==> src/pctm_pkg.sv <==
package pctm_pkg;

	// Defaults for the top-level parameters.
	localparam int DEF_EXT_BYTES   = 4;
	localparam int DEF_QUEUE_DEPTH = 4;

	// Fixed widths of the datapath.
	localparam int CRC_W   = 32;
	localparam int ORD_W   = 16;
	localparam int CNT_W   = 3;
	localparam int CFG_W   = 32;
	localparam int CFG_IDX_W = 2;

	localparam logic [CRC_W-1:0] CRC_POLY = 32'hEDB8_8320;
	localparam logic [7:0] SEP_BYTE   = 8'h5C;
	localparam logic [7:0] DOT_BYTE   = 8'h2E;
	localparam logic [7:0] SLASH_BYTE = 8'h2F;
	localparam logic [7:0] UPPER_A    = 8'h41;
	localparam logic [7:0] UPPER_Z    = 8'h5A;
	localparam logic [7:0] CASE_OFFS  = 8'h20;

	// Register indexes of the configuration port.
	localparam logic [CFG_IDX_W-1:0] REG_TARGET_FOLDER = 2'd0;
	localparam logic [CFG_IDX_W-1:0] REG_TARGET_FILE   = 2'd1;
	localparam logic [CFG_IDX_W-1:0] REG_TARGET_EXT    = 2'd2;

	// Class of a normalised path character.
	typedef enum logic [1:0] {
		CLS_OTHER = 2'd0,
		CLS_SEP   = 2'd1,
		CLS_DOT   = 2'd2
	} chr_class_t;

	// One classified item as it travels through the queue.
	typedef struct packed {
		logic [7:0]  ch;
		chr_class_t  cls;
		logic        last;
	} pctm_item_t;

	// Lowercases A-Z and maps a forward slash onto a backslash.
	function automatic logic [7:0] normalise(input logic [7:0] b);
		logic [7:0] c;
		c = (b == SLASH_BYTE) ? SEP_BYTE : b;
		if (c >= UPPER_A && c <= UPPER_Z) begin
			c = c + CASE_OFFS;
		end
		return c;
	endfunction

	// One byte of the reflected CRC-32, unrolled into an XOR network.
	function automatic logic [CRC_W-1:0] crc_byte(input logic [CRC_W-1:0] crc,
			input logic [7:0] b);
		logic [CRC_W-1:0] r;
		r = crc ^ {{(CRC_W-8){1'b0}}, b};
		for (int k = 0; k < 8; k++) begin
			r = (r >> 1) ^ (CRC_POLY & {CRC_W{r[0]}});
		end
		return r;
	endfunction

endpackage

==> src/path_crc_triple_matcher_unit.sv <==
// The final character of a path is registered in the front end and held in
// the queue; its result is then registered onto out_valid. Throughput: one
// character per cycle unless in_stall is high, set by the single-byte CRC update
// in the back end; one result per path, taken while the next path streams in.
// Reset: arst_n clears the target registers, path trackers, ordinal and queue.
module path_crc_triple_matcher_unit import pctm_pkg::*; #(
	parameter int EXT_BYTES   = DEF_EXT_BYTES,
	parameter int QUEUE_DEPTH = DEF_QUEUE_DEPTH
) (
	input  logic                 clk,
	input  logic                 arst_n,
	input  logic                 in_valid,
	output logic                 in_stall,
	input  logic [7:0]           char_byte,
	input  logic                 end_of_path,
	input  logic                 cfg_we,
	input  logic [CFG_IDX_W-1:0] cfg_index,
	input  logic [CFG_W-1:0]     cfg_data,
	output logic                 out_valid,
	input  logic                 out_stall,
	output logic [CRC_W-1:0]     folder_crc,
	output logic [CRC_W-1:0]     file_crc,
	output logic [CRC_W-1:0]     ext_word,
	output logic                 is_match,
	output logic [ORD_W-1:0]     path_ordinal
);

	logic       push, queue_full, pop, head_valid;
	pctm_item_t push_item, head_item;

	// Front end: register and classify each character.
	pctm_front u_front (
		.clk        (clk),
		.arst_n     (arst_n),
		.in_valid   (in_valid),
		.in_stall   (in_stall),
		.char_byte  (char_byte),
		.end_of_path(end_of_path),
		.push       (push),
		.push_item  (push_item),
		.queue_full (queue_full)
	);

	// Short queue between the two halves.
	pctm_queue #(
		.QUEUE_DEPTH(QUEUE_DEPTH)
	) u_queue (
		.clk       (clk),
		.arst_n    (arst_n),
		.push      (push),
		.push_item (push_item),
		.full      (queue_full),
		.pop       (pop),
		.head_valid(head_valid),
		.head_item (head_item)
	);

	// Back end: CRC tracking, result register and target compare.
	pctm_back #(
		.EXT_BYTES(EXT_BYTES)
	) u_back (
		.clk         (clk),
		.arst_n      (arst_n),
		.head_valid  (head_valid),
		.head_item   (head_item),
		.pop         (pop),
		.cfg_we      (cfg_we),
		.cfg_index   (cfg_index),
		.cfg_data    (cfg_data),
		.out_valid   (out_valid),
		.out_stall   (out_stall),
		.folder_crc  (folder_crc),
		.file_crc    (file_crc),
		.ext_word    (ext_word),
		.is_match    (is_match),
		.path_ordinal(path_ordinal)
	);

endmodule

==> src/pctm_front.sv <==
module pctm_front import pctm_pkg::*; (
	input  logic       clk,
	input  logic       arst_n,
	input  logic       in_valid,
	output logic       in_stall,
	input  logic [7:0] char_byte,
	input  logic       end_of_path,
	output logic       push,
	output pctm_item_t push_item,
	input  logic       queue_full
);

	logic       valid_s1;
	pctm_item_t item_s1;
	logic       accept;
	logic [7:0] norm;
	chr_class_t cls;

	// Normalise and classify the incoming character.
	always_comb begin
		norm = normalise(char_byte);
		if (norm == SEP_BYTE) begin
			cls = CLS_SEP;
		end else if (norm == DOT_BYTE) begin
			cls = CLS_DOT;
		end else begin
			cls = CLS_OTHER;
		end
	end

	// The stage holds an item until the queue takes it.
	assign push      = valid_s1 && !queue_full;
	assign in_stall  = valid_s1 && queue_full;
	assign accept    = in_valid && !in_stall;
	assign push_item = item_s1;

	always_ff @(posedge clk or negedge arst_n) begin
		if (!arst_n) begin
			valid_s1 <= 1'b0;
		end else if (accept) begin
			valid_s1 <= 1'b1;
		end else if (push) begin
			valid_s1 <= 1'b0;
		end
	end

	always_ff @(posedge clk) begin
		if (accept) begin
			item_s1 <= '{ch: norm, cls: cls, last: end_of_path};
		end
	end

endmodule

==> src/pctm_queue.sv <==
module pctm_queue import pctm_pkg::*; #(
	parameter int QUEUE_DEPTH = DEF_QUEUE_DEPTH
) (
	input  logic       clk,
	input  logic       arst_n,
	input  logic       push,
	input  pctm_item_t push_item,
	output logic       full,
	input  logic       pop,
	output logic       head_valid,
	output pctm_item_t head_item
);

	localparam int PTR_W = (QUEUE_DEPTH > 1) ? $clog2(QUEUE_DEPTH) : 1;
	localparam int CNT_QW = $clog2(QUEUE_DEPTH + 1);
	localparam logic [PTR_W-1:0] LAST_PTR = PTR_W'(QUEUE_DEPTH - 1);
	localparam logic [CNT_QW-1:0] DEPTH_CNT = CNT_QW'(QUEUE_DEPTH);

	pctm_item_t        slot_q [QUEUE_DEPTH];
	logic [PTR_W-1:0]  wr_ptr_q;
	logic [PTR_W-1:0]  rd_ptr_q;
	logic [CNT_QW-1:0] count_q;

	assign full       = (count_q == DEPTH_CNT);
	assign head_valid = (count_q != '0);
	assign head_item  = slot_q[rd_ptr_q];

	// Pointers wrap at the last slot, whatever the depth.
	always_ff @(posedge clk or negedge arst_n) begin
		if (!arst_n) begin
			wr_ptr_q <= '0;
			rd_ptr_q <= '0;
			count_q  <= '0;
		end else begin
			if (push) begin
				wr_ptr_q <= (wr_ptr_q == LAST_PTR) ? '0 : wr_ptr_q + 1'b1;
			end
			if (pop) begin
				rd_ptr_q <= (rd_ptr_q == LAST_PTR) ? '0 : rd_ptr_q + 1'b1;
			end
			if (push && !pop) begin
				count_q <= count_q + 1'b1;
			end else if (pop && !push) begin
				count_q <= count_q - 1'b1;
			end
		end
	end

	always_ff @(posedge clk) begin
		if (push) begin
			slot_q[wr_ptr_q] <= push_item;
		end
	end

endmodule

==> src/pctm_back.sv <==
module pctm_back import pctm_pkg::*; #(
	parameter int EXT_BYTES = DEF_EXT_BYTES
) (
	input  logic                 clk,
	input  logic                 arst_n,
	input  logic                 head_valid,
	input  pctm_item_t           head_item,
	output logic                 pop,
	input  logic                 cfg_we,
	input  logic [CFG_IDX_W-1:0] cfg_index,
	input  logic [CFG_W-1:0]     cfg_data,
	output logic                 out_valid,
	input  logic                 out_stall,
	output logic [CRC_W-1:0]     folder_crc,
	output logic [CRC_W-1:0]     file_crc,
	output logic [CRC_W-1:0]     ext_word,
	output logic                 is_match,
	output logic [ORD_W-1:0]     path_ordinal
);

	localparam logic [CNT_W-1:0] EXT_MAX = CNT_W'(EXT_BYTES);

	// Target registers.
	logic [CRC_W-1:0] tgt_folder_q, tgt_file_q, tgt_ext_q;

	// Per-path state.
	logic [CRC_W-1:0] whole_q, folder_snap_q, comp_q, stem_snap_q, ext_q;
	logic [CNT_W-1:0] ext_cnt_q;
	logic             seen_sep_q, seen_dot_q;
	logic [ORD_W-1:0] path_cnt_q;

	logic [CRC_W-1:0] whole_n, folder_snap_n, comp_n, stem_snap_n, ext_n;
	logic [CNT_W-1:0] ext_cnt_n;
	logic             seen_sep_n, seen_dot_n;
	logic [CRC_W-1:0] res_folder, res_file, res_ext;

	// Output register.
	logic             out_valid_q;
	logic [CRC_W-1:0] folder_q, file_q, ext_out_q;
	logic [ORD_W-1:0] ord_q;

	logic out_free;
	logic finish;

	assign out_free = !out_valid_q || !out_stall;
	assign pop      = head_valid && (!head_item.last || out_free);
	assign finish   = pop && head_item.last;

	// Configuration writes; an unknown index is ignored.
	always_ff @(posedge clk or negedge arst_n) begin
		if (!arst_n) begin
			tgt_folder_q <= '0;
			tgt_file_q   <= '0;
			tgt_ext_q    <= '0;
		end else if (cfg_we) begin
			case (cfg_index)
				REG_TARGET_FOLDER: tgt_folder_q <= cfg_data;
				REG_TARGET_FILE:   tgt_file_q   <= cfg_data;
				REG_TARGET_EXT:    tgt_ext_q    <= cfg_data;
				default: ;
			endcase
		end
	end

	// Next state of the path trackers for the item at the head of the queue.
	always_comb begin
		whole_n       = crc_byte(whole_q, head_item.ch);
		folder_snap_n = folder_snap_q;
		comp_n        = comp_q;
		stem_snap_n   = stem_snap_q;
		ext_n         = ext_q;
		ext_cnt_n     = ext_cnt_q;
		seen_sep_n    = seen_sep_q;
		seen_dot_n    = seen_dot_q;
		case (head_item.cls)
			CLS_SEP: begin
				folder_snap_n = whole_q;
				seen_sep_n    = 1'b1;
				comp_n        = '0;
				stem_snap_n   = '0;
				seen_dot_n    = 1'b0;
				ext_n         = '0;
				ext_cnt_n     = '0;
			end
			CLS_DOT: begin
				stem_snap_n = comp_q;
				seen_dot_n  = 1'b1;
				ext_n       = '0;
				ext_cnt_n   = '0;
				comp_n      = crc_byte(comp_q, head_item.ch);
			end
			default: begin
				if (seen_dot_q && ext_cnt_q < EXT_MAX) begin
					ext_n[8*ext_cnt_q[1:0] +: 8] = head_item.ch;
					ext_cnt_n = ext_cnt_q + 1'b1;
				end
				comp_n = crc_byte(comp_q, head_item.ch);
			end
		endcase
		res_folder = seen_sep_n ? folder_snap_n : '0;
		res_file   = seen_dot_n ? stem_snap_n : comp_n;
		res_ext    = seen_dot_n ? ext_n : '0;
	end

	// State update; the per-path part clears when a path's final character is taken.
	always_ff @(posedge clk or negedge arst_n) begin
		if (!arst_n) begin
			whole_q       <= '0;
			folder_snap_q <= '0;
			comp_q        <= '0;
			stem_snap_q   <= '0;
			ext_q         <= '0;
			ext_cnt_q     <= '0;
			seen_sep_q    <= 1'b0;
			seen_dot_q    <= 1'b0;
			path_cnt_q    <= '0;
		end else if (finish) begin
			whole_q       <= '0;
			folder_snap_q <= '0;
			comp_q        <= '0;
			stem_snap_q   <= '0;
			ext_q         <= '0;
			ext_cnt_q     <= '0;
			seen_sep_q    <= 1'b0;
			seen_dot_q    <= 1'b0;
			path_cnt_q    <= path_cnt_q + 1'b1;
		end else if (pop) begin
			whole_q       <= whole_n;
			folder_snap_q <= folder_snap_n;
			comp_q        <= comp_n;
			stem_snap_q   <= stem_snap_n;
			ext_q         <= ext_n;
			ext_cnt_q     <= ext_cnt_n;
			seen_sep_q    <= seen_sep_n;
			seen_dot_q    <= seen_dot_n;
		end
	end

	// Result register towards the output channel.
	always_ff @(posedge clk or negedge arst_n) begin
		if (!arst_n) begin
			out_valid_q <= 1'b0;
		end else if (finish) begin
			out_valid_q <= 1'b1;
		end else if (!out_stall) begin
			out_valid_q <= 1'b0;
		end
	end

	always_ff @(posedge clk) begin
		if (finish) begin
			folder_q  <= res_folder;
			file_q    <= res_file;
			ext_out_q <= res_ext;
			ord_q     <= path_cnt_q;
		end
	end

	// The user must change the targets only while no result is pending (not
	// enforced here), so the compare can follow the result register directly.
	assign is_match     = (folder_q == tgt_folder_q) && (file_q == tgt_file_q) &&
			(ext_out_q == tgt_ext_q);
	assign out_valid    = out_valid_q;
	assign folder_crc   = folder_q;
	assign file_crc     = file_q;
	assign ext_word     = ext_out_q;
	assign path_ordinal = ord_q;

endmodule

==> config.mk <==
export PLATFORM = sky130hd
export DESIGN_NAME = path_crc_triple_matcher_unit
export DESIGN_NICKNAME = d
export VERILOG_FILES = /design/src/pctm_pkg.sv /design/src/path_crc_triple_matcher_unit.sv /design/src/pctm_front.sv /design/src/pctm_queue.sv /design/src/pctm_back.sv
export SDC_FILE = /design/constraint.sdc
export NUM_CORES = 1
export LEC_CHECK = 0
export BUFFER_PORTS_ARGS = -buffer_cell sky130_fd_sc_hd__buf_2
export CORE_MARGIN = 5
export CORE_UTILIZATION = 55
export CTS_CLUSTER_DIAMETER = 60
export DETAILED_ROUTE_END_ITERATION = 8
export GPL_ROUTABILITY_DRIVEN = 0
export PLACE_DENSITY_LB_ADDON = 0.12
export SYNTH_ARGS = -nofsm -noshare
export SYNTH_HDL_FRONTEND = slang
export SYNTH_SLANG_ARGS = --single-unit
==> constraint.sdc <==
create_clock -name clk -period 5.25 [get_ports clk]
set_input_delay 0.525 -clock clk [delete_from_list [all_inputs] [get_ports clk]]
set_output_delay 0.525 -clock clk [all_outputs]
set_load 0.01 [all_outputs]
# --- Word level (Yosys, flattened, before mapping) ---
# Memory sizes are Yosys's and may differ from the RTL's.
# Cells that the tools add are included.
word_totals:
  ram_bits: 44
  mem_count: 1
  regBits: 409
  out_inout_bits: 115
  word_cells: 141
  input_bits: 48
op_classes:
  order_cmp: 3
  add_sub_neg: 8
  n_bitwise: 18
  reduce_logical: 31
  n_eq_ne: 14
  n_mux: 40
  shift: 2
memory_table:
  columns: ["memory", "words", "word_bits", "read_ports", "rd_clocked_by_memory_dff", "wr", "line_no", "source"]
  rows:
  - ["u_queue.slot_q", 4, 11, 1, 0, 1, "pctm_queue.sv:19", "pctm_item_t slot_q [QUEUE_DEPTH];"]
op_table:
  columns: ["op", "n"]
  rows:
  - ["XOR 31 x 32 -> 32 bit", 16]
  - ["2-to-1 mux 32 bit", 15]
  - ["== test 32 bit", 3]
  - ["case mux 32 bit (2 select lines)", 1]
  - ["XOR 32 x 8 -> 32 bit", 2]
  - ["negator 5 -> 34 bit", 1]
  - ["variable shift 8 x 34 -> 32 bit, first input constant", 1]
  - ["indexed part select 8 x 34 -> 32 bit", 1]
  - ["bitwise mux 32 bit", 1]
  - ["2-to-1 mux 3 bit", 6]
  - ["adder 16 x 1 -> 16 bit, second input constant", 1]
  - ["== test 8 x 6 -> 1 bit, second input constant", 2]
  - ["2-to-1 mux 8 bit", 2]
  - ["logical AND 1 bit", 11]
  - ["2-to-1 mux 1 bit", 11]
  - ["adder 8 x 6 -> 8 bit, second input constant", 1]
  - ["== test 2 bit, second input constant", 4]
  - ["== test 8 x 7 -> 1 bit, second input constant", 1]
  - [">= comparator 8 x 7 -> 1 bit, second input constant", 1]
  - ["<= comparator 8 x 7 -> 1 bit, second input constant", 1]
  - ["AND reduction 2 bit", 4]
  - ["zero test 1 bit", 7]
  - ["adder 3 x 1 -> 3 bit, second input constant", 2]
  - ["2-to-1 mux 2 bit", 3]
  - ["12 further kinds", 18]

# --- Logic depth before layout (Yosys ltp) ---
# An unclocked memory read counts as a cell.
depth:
  depth_word: 13
  depth_mapped: 11
  ltp_nobuf: 9

# --- Hierarchy ---
# From an unflattened synthesis, not the netlist that was laid out.
hier_totals:
  cells_unflattened: 1722
  area_unflattened_um2: 21592.0
by_module_without_submodules:
  columns: ["module", "cells_each", "seq_area_each_um2", "area_each_um2", "instances"]
  rows:
  - ["pctm_back", 1583, 10319.9, 19015.7, 1]
  - ["pctm_queue", 94, 1496.4, 2009.4, 1]
  - ["pctm_front", 45, 355.3, 566.8, 1]

# --- Worst setup path before layout ---
# Ideal clock, no wire load.
synth_path:
  path_type: "register to register"
  from: "register u_queue.rd_ptr_q[0]"
  to: "register u_back.path_cnt_q[3]"
  t_required_ns: 5.119
  path_stages_with_launch: 7
  arrival_ns: 3.945
  n_path_buf: 1
  period_less_slack_ns: 4.076
  setup_ns: 0.131
  setup_slack_ns: 1.174
  cell_sequence: "dfrtp_1 -> buf_6 -> mux4_2 -> nand3_1 -> inv_1 -> nand4_1 -> xnor2_1"
synth_via:
  elab_chain_cells: 5
synth_rtl:
  columns: ["item", "line_no", "source"]
  rows:
  - ["start: declaration", "pctm_queue.sv:21", "logic [PTR_W-1:0] rd_ptr_q;"]
  - ["start signal: assignment", "pctm_queue.sv:39", "rd_ptr_q <= (rd_ptr_q == LAST_PTR) ? '0 : rd_ptr_q + 1'b1;"]
  - ["memory (4 x 11 bit) *", null, null]
  - ["zero test 1 bit", "pctm_back.sv:46", "assign pop = head_valid && (!head_item.last || out_free);"]
  - ["logical OR 1 bit", "pctm_back.sv:46", null]
  - ["logical AND 1 bit", "pctm_back.sv:46", null]
  - ["logical AND 1 bit *", "pctm_back.sv:47", "assign finish = pop && head_item.last;"]
  - ["via u_back.finish", "pctm_back.sv:43", "logic finish;"]
  - ["end signal: assignment", "pctm_back.sv:126", "path_cnt_q <= path_cnt_q + 1'b1;"]
  - ["end: declaration", "pctm_back.sv:30", "logic [ORD_W-1:0] path_cnt_q;"]
# Mark *: on every way through the listed nets, which the timed path passes. The rest lies on a longest branch.
# A chain may end at the register's enable or synchronous reset.

# --- Final worst setup path ---
layout_path:
  from: "register u_queue.rd_ptr_q[0]"
  to: "register u_back.file_q[21] (netlist: u_back.file_crc[21]) (data pin)"
layout_via:
  elab_chain_cells: 12
  word_cells_on_any_way: 16
  cone_classes: "eq/ne (2); mux (4); bitwise (9); memory (1)"
layout_rtl:
  columns: ["item", "line_no", "source"]
  rows:
  - ["memory (4 x 11 bit) *", null, null]
  - ["XOR 32 x 8 -> 32 bit", "pctm_pkg.sv:55", "r = crc ^ {{(CRC_W-8){1'b0}}, b};"]
  - ["XOR 31 x 32 -> 32 bit (8 in series)", "pctm_pkg.sv:57", "r = (r >> 1) ^ (CRC_POLY & {CRC_W{r[0]}});"]
  - ["2-to-1 mux 32 bit", null, null]
  - ["2-to-1 mux 32 bit *", "pctm_back.sv:101", "res_file = seen_dot_n ? stem_snap_n : comp_n;"]
  - ["via u_back.res_file[21]", "pctm_back.sv:35", "logic [CRC_W-1:0] res_folder, res_file, res_ext;"]
  - ["end signal: assignment", "pctm_back.sv:153", "file_q <= res_file;"]
  - ["end: declaration", "pctm_back.sv:39", "logic [CRC_W-1:0] folder_q, file_q, ext_out_q;"]
# Marked as above.

==> metrics.md <==
| Metric | Value |
|---|---|
| DR vias | 13000 |
| # IOs | 163 |
| Routed WL | 53200 µm |
| Pin count of the biggest net entering global routing | 132 |
| First-pass GRT wire length | 82500 µm |
| Cts repair resizes | 0 |
| DIE WIDTH | 201 µm |
| Routed WL per cell | 24.4 µm |
| Antenna Violating Nets Remaining | 0 |
| Register-to-register setup slack | 1.45 ns |
| Clk root buf | clkbuf_16 |
| CTS sink count | 453 |
| Post-Syn Area | 0.0201 mm² |
| Synth unique cells | 50 |
| Cells after Synth | 1522 |
| TritonCTS buffer count | 48 |
| Hold_ws | -0.00690 ns |
| Most common cell on crit path | xor2_1 |
| Synthesized net count | 1586 |
| IO Port Bufs | 162 |
| Unrepaired setup endpoints after global routing | false |
| Avg Cell Area, Syn | 13.2 µm² |
| Worst path cell trace | mux4_1 -> xnor2_2 -> xnor3_1 -> xor2_1 -> xor2_1 -> o21ai_0 |
| CP Buf/Inv Count | 0 |
| Die H | 201 µm |
| Fill count | 2768 |
| Setup WS post-layout | 1.45 ns |
| Fin cells | 2183 |
| Initial antenna violation count | 1 |
| Kind of critical path | flip-flop to flip-flop |
| Overflow after GRT | 0 |
| Layout cells sized above 1 | 22.8% |
| Setup TNS | 0 ns |
| Fmax | 0.263 GHz |
| Layout Nets | 1741 |
| Core Area | 0.0363 mm² |
| Initial core utilization | 55.3% |
| Pre-CTS setup slack | 1.41 ns |
| Rel. slew slack | 17.4% |
| Worst Path Max Fanout | 14 |
| Count of final setup violators | 0 |
| Hold Crit Class | primary input to async pin |
| DP Area | 0.0214 mm² |
| Layout area overhead | 14.0% |
| Final Max Tran Viols | 0 |
| DP Cell Count | 2095 |
| Worst Tran Pin Value | 1.23 ns |
| Clk_skew | 0.0184 ns |
| Drt drc | 0 |
| Worst-skew pair later-pin latency | 0.57 ns |
| Crit path capture type | flip-flop |
| Antenna fix cells | 0 |
| Crit path max-delay family | XOR/XNOR gates |
| Critical path required time | 5.54 ns |
| Post-synth EDFFs | 167 |
| Status | finished, violations left |
| Reg clk slew, reported paths | 0.06 ns |
| H-tree levels | 2 |
| Endpoints failing hold | 7 |
| Ys async rst share | 63.1% |
| Post-DP HPWL | 37000 µm |
| Post-route cell area | 0.0229 mm² |
| Area taken by multi-input logic gates | 0.00756 mm² |
| DRT Pass-1 Iters | 5 |
| Synth Register Bits | 453 |
| Max Buffers Root-to-Sink | 3 |
| Failing checks | negative hold slack |
| Synth warn | 0 |
| Hold buffer count at CTS | 0 |
| Vias in the first global route | 13100 |
| Min Tclk post-route | 3.80 ns |
| Worst path max stage delay | 1.00 ns |
| CTS tree | yes |
| Gr usage total | 26.6% |
| Synth Flop Type | dfrtp_1 |
| # Post-CTS Setup Buffers | 0 |
| FF/Latch Area | 0.0122 mm² |
| Crit path DAT | 4.09 ns |
| Die ar. | 0.0404 mm² |
| Rows | 70 |
| Vias per cell | 5.94 |
| Sequential area share after synthesis | 60.6% |
| Final worst path period share | 72.4% |
| Slowest-stage cell, CP | mux4_1 |
| CP startpoint kind | flip-flop |
| Max_cap viols | 0 |
| DRT iter0 DRCs | 1263 |
final timing paths:
kind,endpoint,start,cells past startpoint
worst max register to register,u_back.file_crc[21]$_DFFE_PP_,u_queue.rd_ptr_q[0]$_DFFE_PN0P_,6
max in group asynchronous,u_back.whole_q[31]$_DFFE_PN0P_,arst_n,2
worst min register to register,u_back.path_ordinal[14]$_DFFE_PP_,u_back.path_cnt_q[14]$_DFFE_PN0P_,0
worst min-delay path,u_back.stem_snap_q[28]$_DFFE_PN0P_,arst_n,1
min in group clk,u_front.push_item[0]$_DFFE_PP_,end_of_path,1
worst max-delay path,u_back.file_crc[21]$_DFFE_PP_,u_queue.rd_ptr_q[0]$_DFFE_PN0P_,6
worst register-to-register path: cells and delay by family (launching register included):
kind	cells	cell delay, ns
DFF	1	0.82
xor gates and xnor gates	4	1.59
AOI/OAI and AO/OA	1	0.11
muxes	1	1.00
logic make-up after synthesis:
group,after synthesis,share of synthesized area (%)
adder cells (fa/ha/maj),16,1.03
multiplexers,108,6.69
AND/OR/NAND/NOR,292,6.63
AO/OA/AOI/OAI,307,10.7
buffers and inverters,89,1.83
XOR/XNOR,257,12.6
flip-flops,453,60.6
sequential cells by signal, summed over array words and instances, names as in the netlist:
| name | count |
|---|---|
| u_back.comp_q | 32 |
| u_back.ext_cnt_q | 3 |
| u_back.ext_q | 32 |
| u_back.ext_word | 32 |
| u_back.file_crc | 32 |
| u_back.folder_crc | 32 |
| u_back.folder_snap_q | 32 |
| u_back.out_valid | 1 |
| u_back.path_cnt_q | 16 |
| u_back.path_ordinal | 16 |
| u_back.seen_dot_q | 1 |
| u_back.seen_sep_q | 1 |
| u_back.stem_snap_q | 32 |
| u_back.tgt_ext_q | 32 |
| u_back.tgt_file_q | 32 |
| u_back.tgt_folder_q | 32 |
| u_back.whole_q | 32 |
| u_front.push_item | 11 |
| u_front.valid_s1 | 1 |
| u_queue.count_q | 3 |
| u_queue.rd_ptr_q | 2 |
| u_queue.slot_q | 44 |
| u_queue.wr_ptr_q | 2 |
per-layer routing:
layer	up-vias	routed length (µm)	global-route usage [%]
met5	-	17	0
li1	5811	-	-
met1	6568	23800	39.7
met3	80	4050	5.45
met2	498	23500	39.0
met4	2	1820	9.46
cell type report:
type | instances | area share (%)
clock buffer | 67 | 5.91
clock inverter | 21 | 0.814
inverter | 10 | 0.175
multi-input combinational | 980 | 33.0
sequential | 453 | 53.2
tap | 468 | 2.56
timing repair buffer | 184 | 4.36
cells in the final DEF (no fill, tap or decap), types with 23 or more instances in the layout:
cell type	instances
a22oi_1	65
clkbuf_16	49
xor2_1	84
o21ai_0	111
xnor2_1	150
a22o_1	106
mux2_2	97
nand4_1	23
edfxtp_1	167
dfrtp_1	286
buf_2	161
nor2_1	53
nand2_1	149
through the flow:
stage,hold slack (ns),util [%]
floorplan,0.229,-
global placement,0.442,58.8
detailed placement,0.434,58.8
CTS,0.00999,63.0
global route,0.0730,63.0
finish,-0.00690,63.0
synthesized netlist by cell type (4+ instances only):
library cell | instances | share of area, %
mux4_2 | 10 | 1.1
xnor2_2 | 13 | 1.1
xnor2_1 | 150 | 6.5
clkbuf_1 | 65 | 1.2
nor4_1 | 14 | 0.44
o21ai_1 | 5 | 0.12
nand3_1 | 5 | 0.12
edfxtp_1 | 167 | 25
nand4_1 | 23 | 0.72
nor2_1 | 53 | 0.99
inv_1 | 9 | 0.17
and3_1 | 4 | 0.12
nand3b_1 | 4 | 0.15
o41ai_1 | 5 | 0.22
a21oi_1 | 4 | 0.10
ha_1 | 15 | 0.93
nand2b_1 | 8 | 0.25
nand2_1 | 149 | 2.8
and2_1 | 14 | 0.44
xor2_1 | 84 | 3.7
a22o_1 | 106 | 4.6
nor3_1 | 4 | 0.10
mux2_2 | 97 | 5.4
o21ai_0 | 111 | 2.8
xnor2_4 | 6 | 0.82
a22oi_1 | 65 | 2.4
buf_2 | 6 | 0.15
dfrtp_1 | 286 | 36
Power is left out: the tool's default activity adds up to more than one toggle a clock period on the data nets, which glitch-free logic cannot reach.
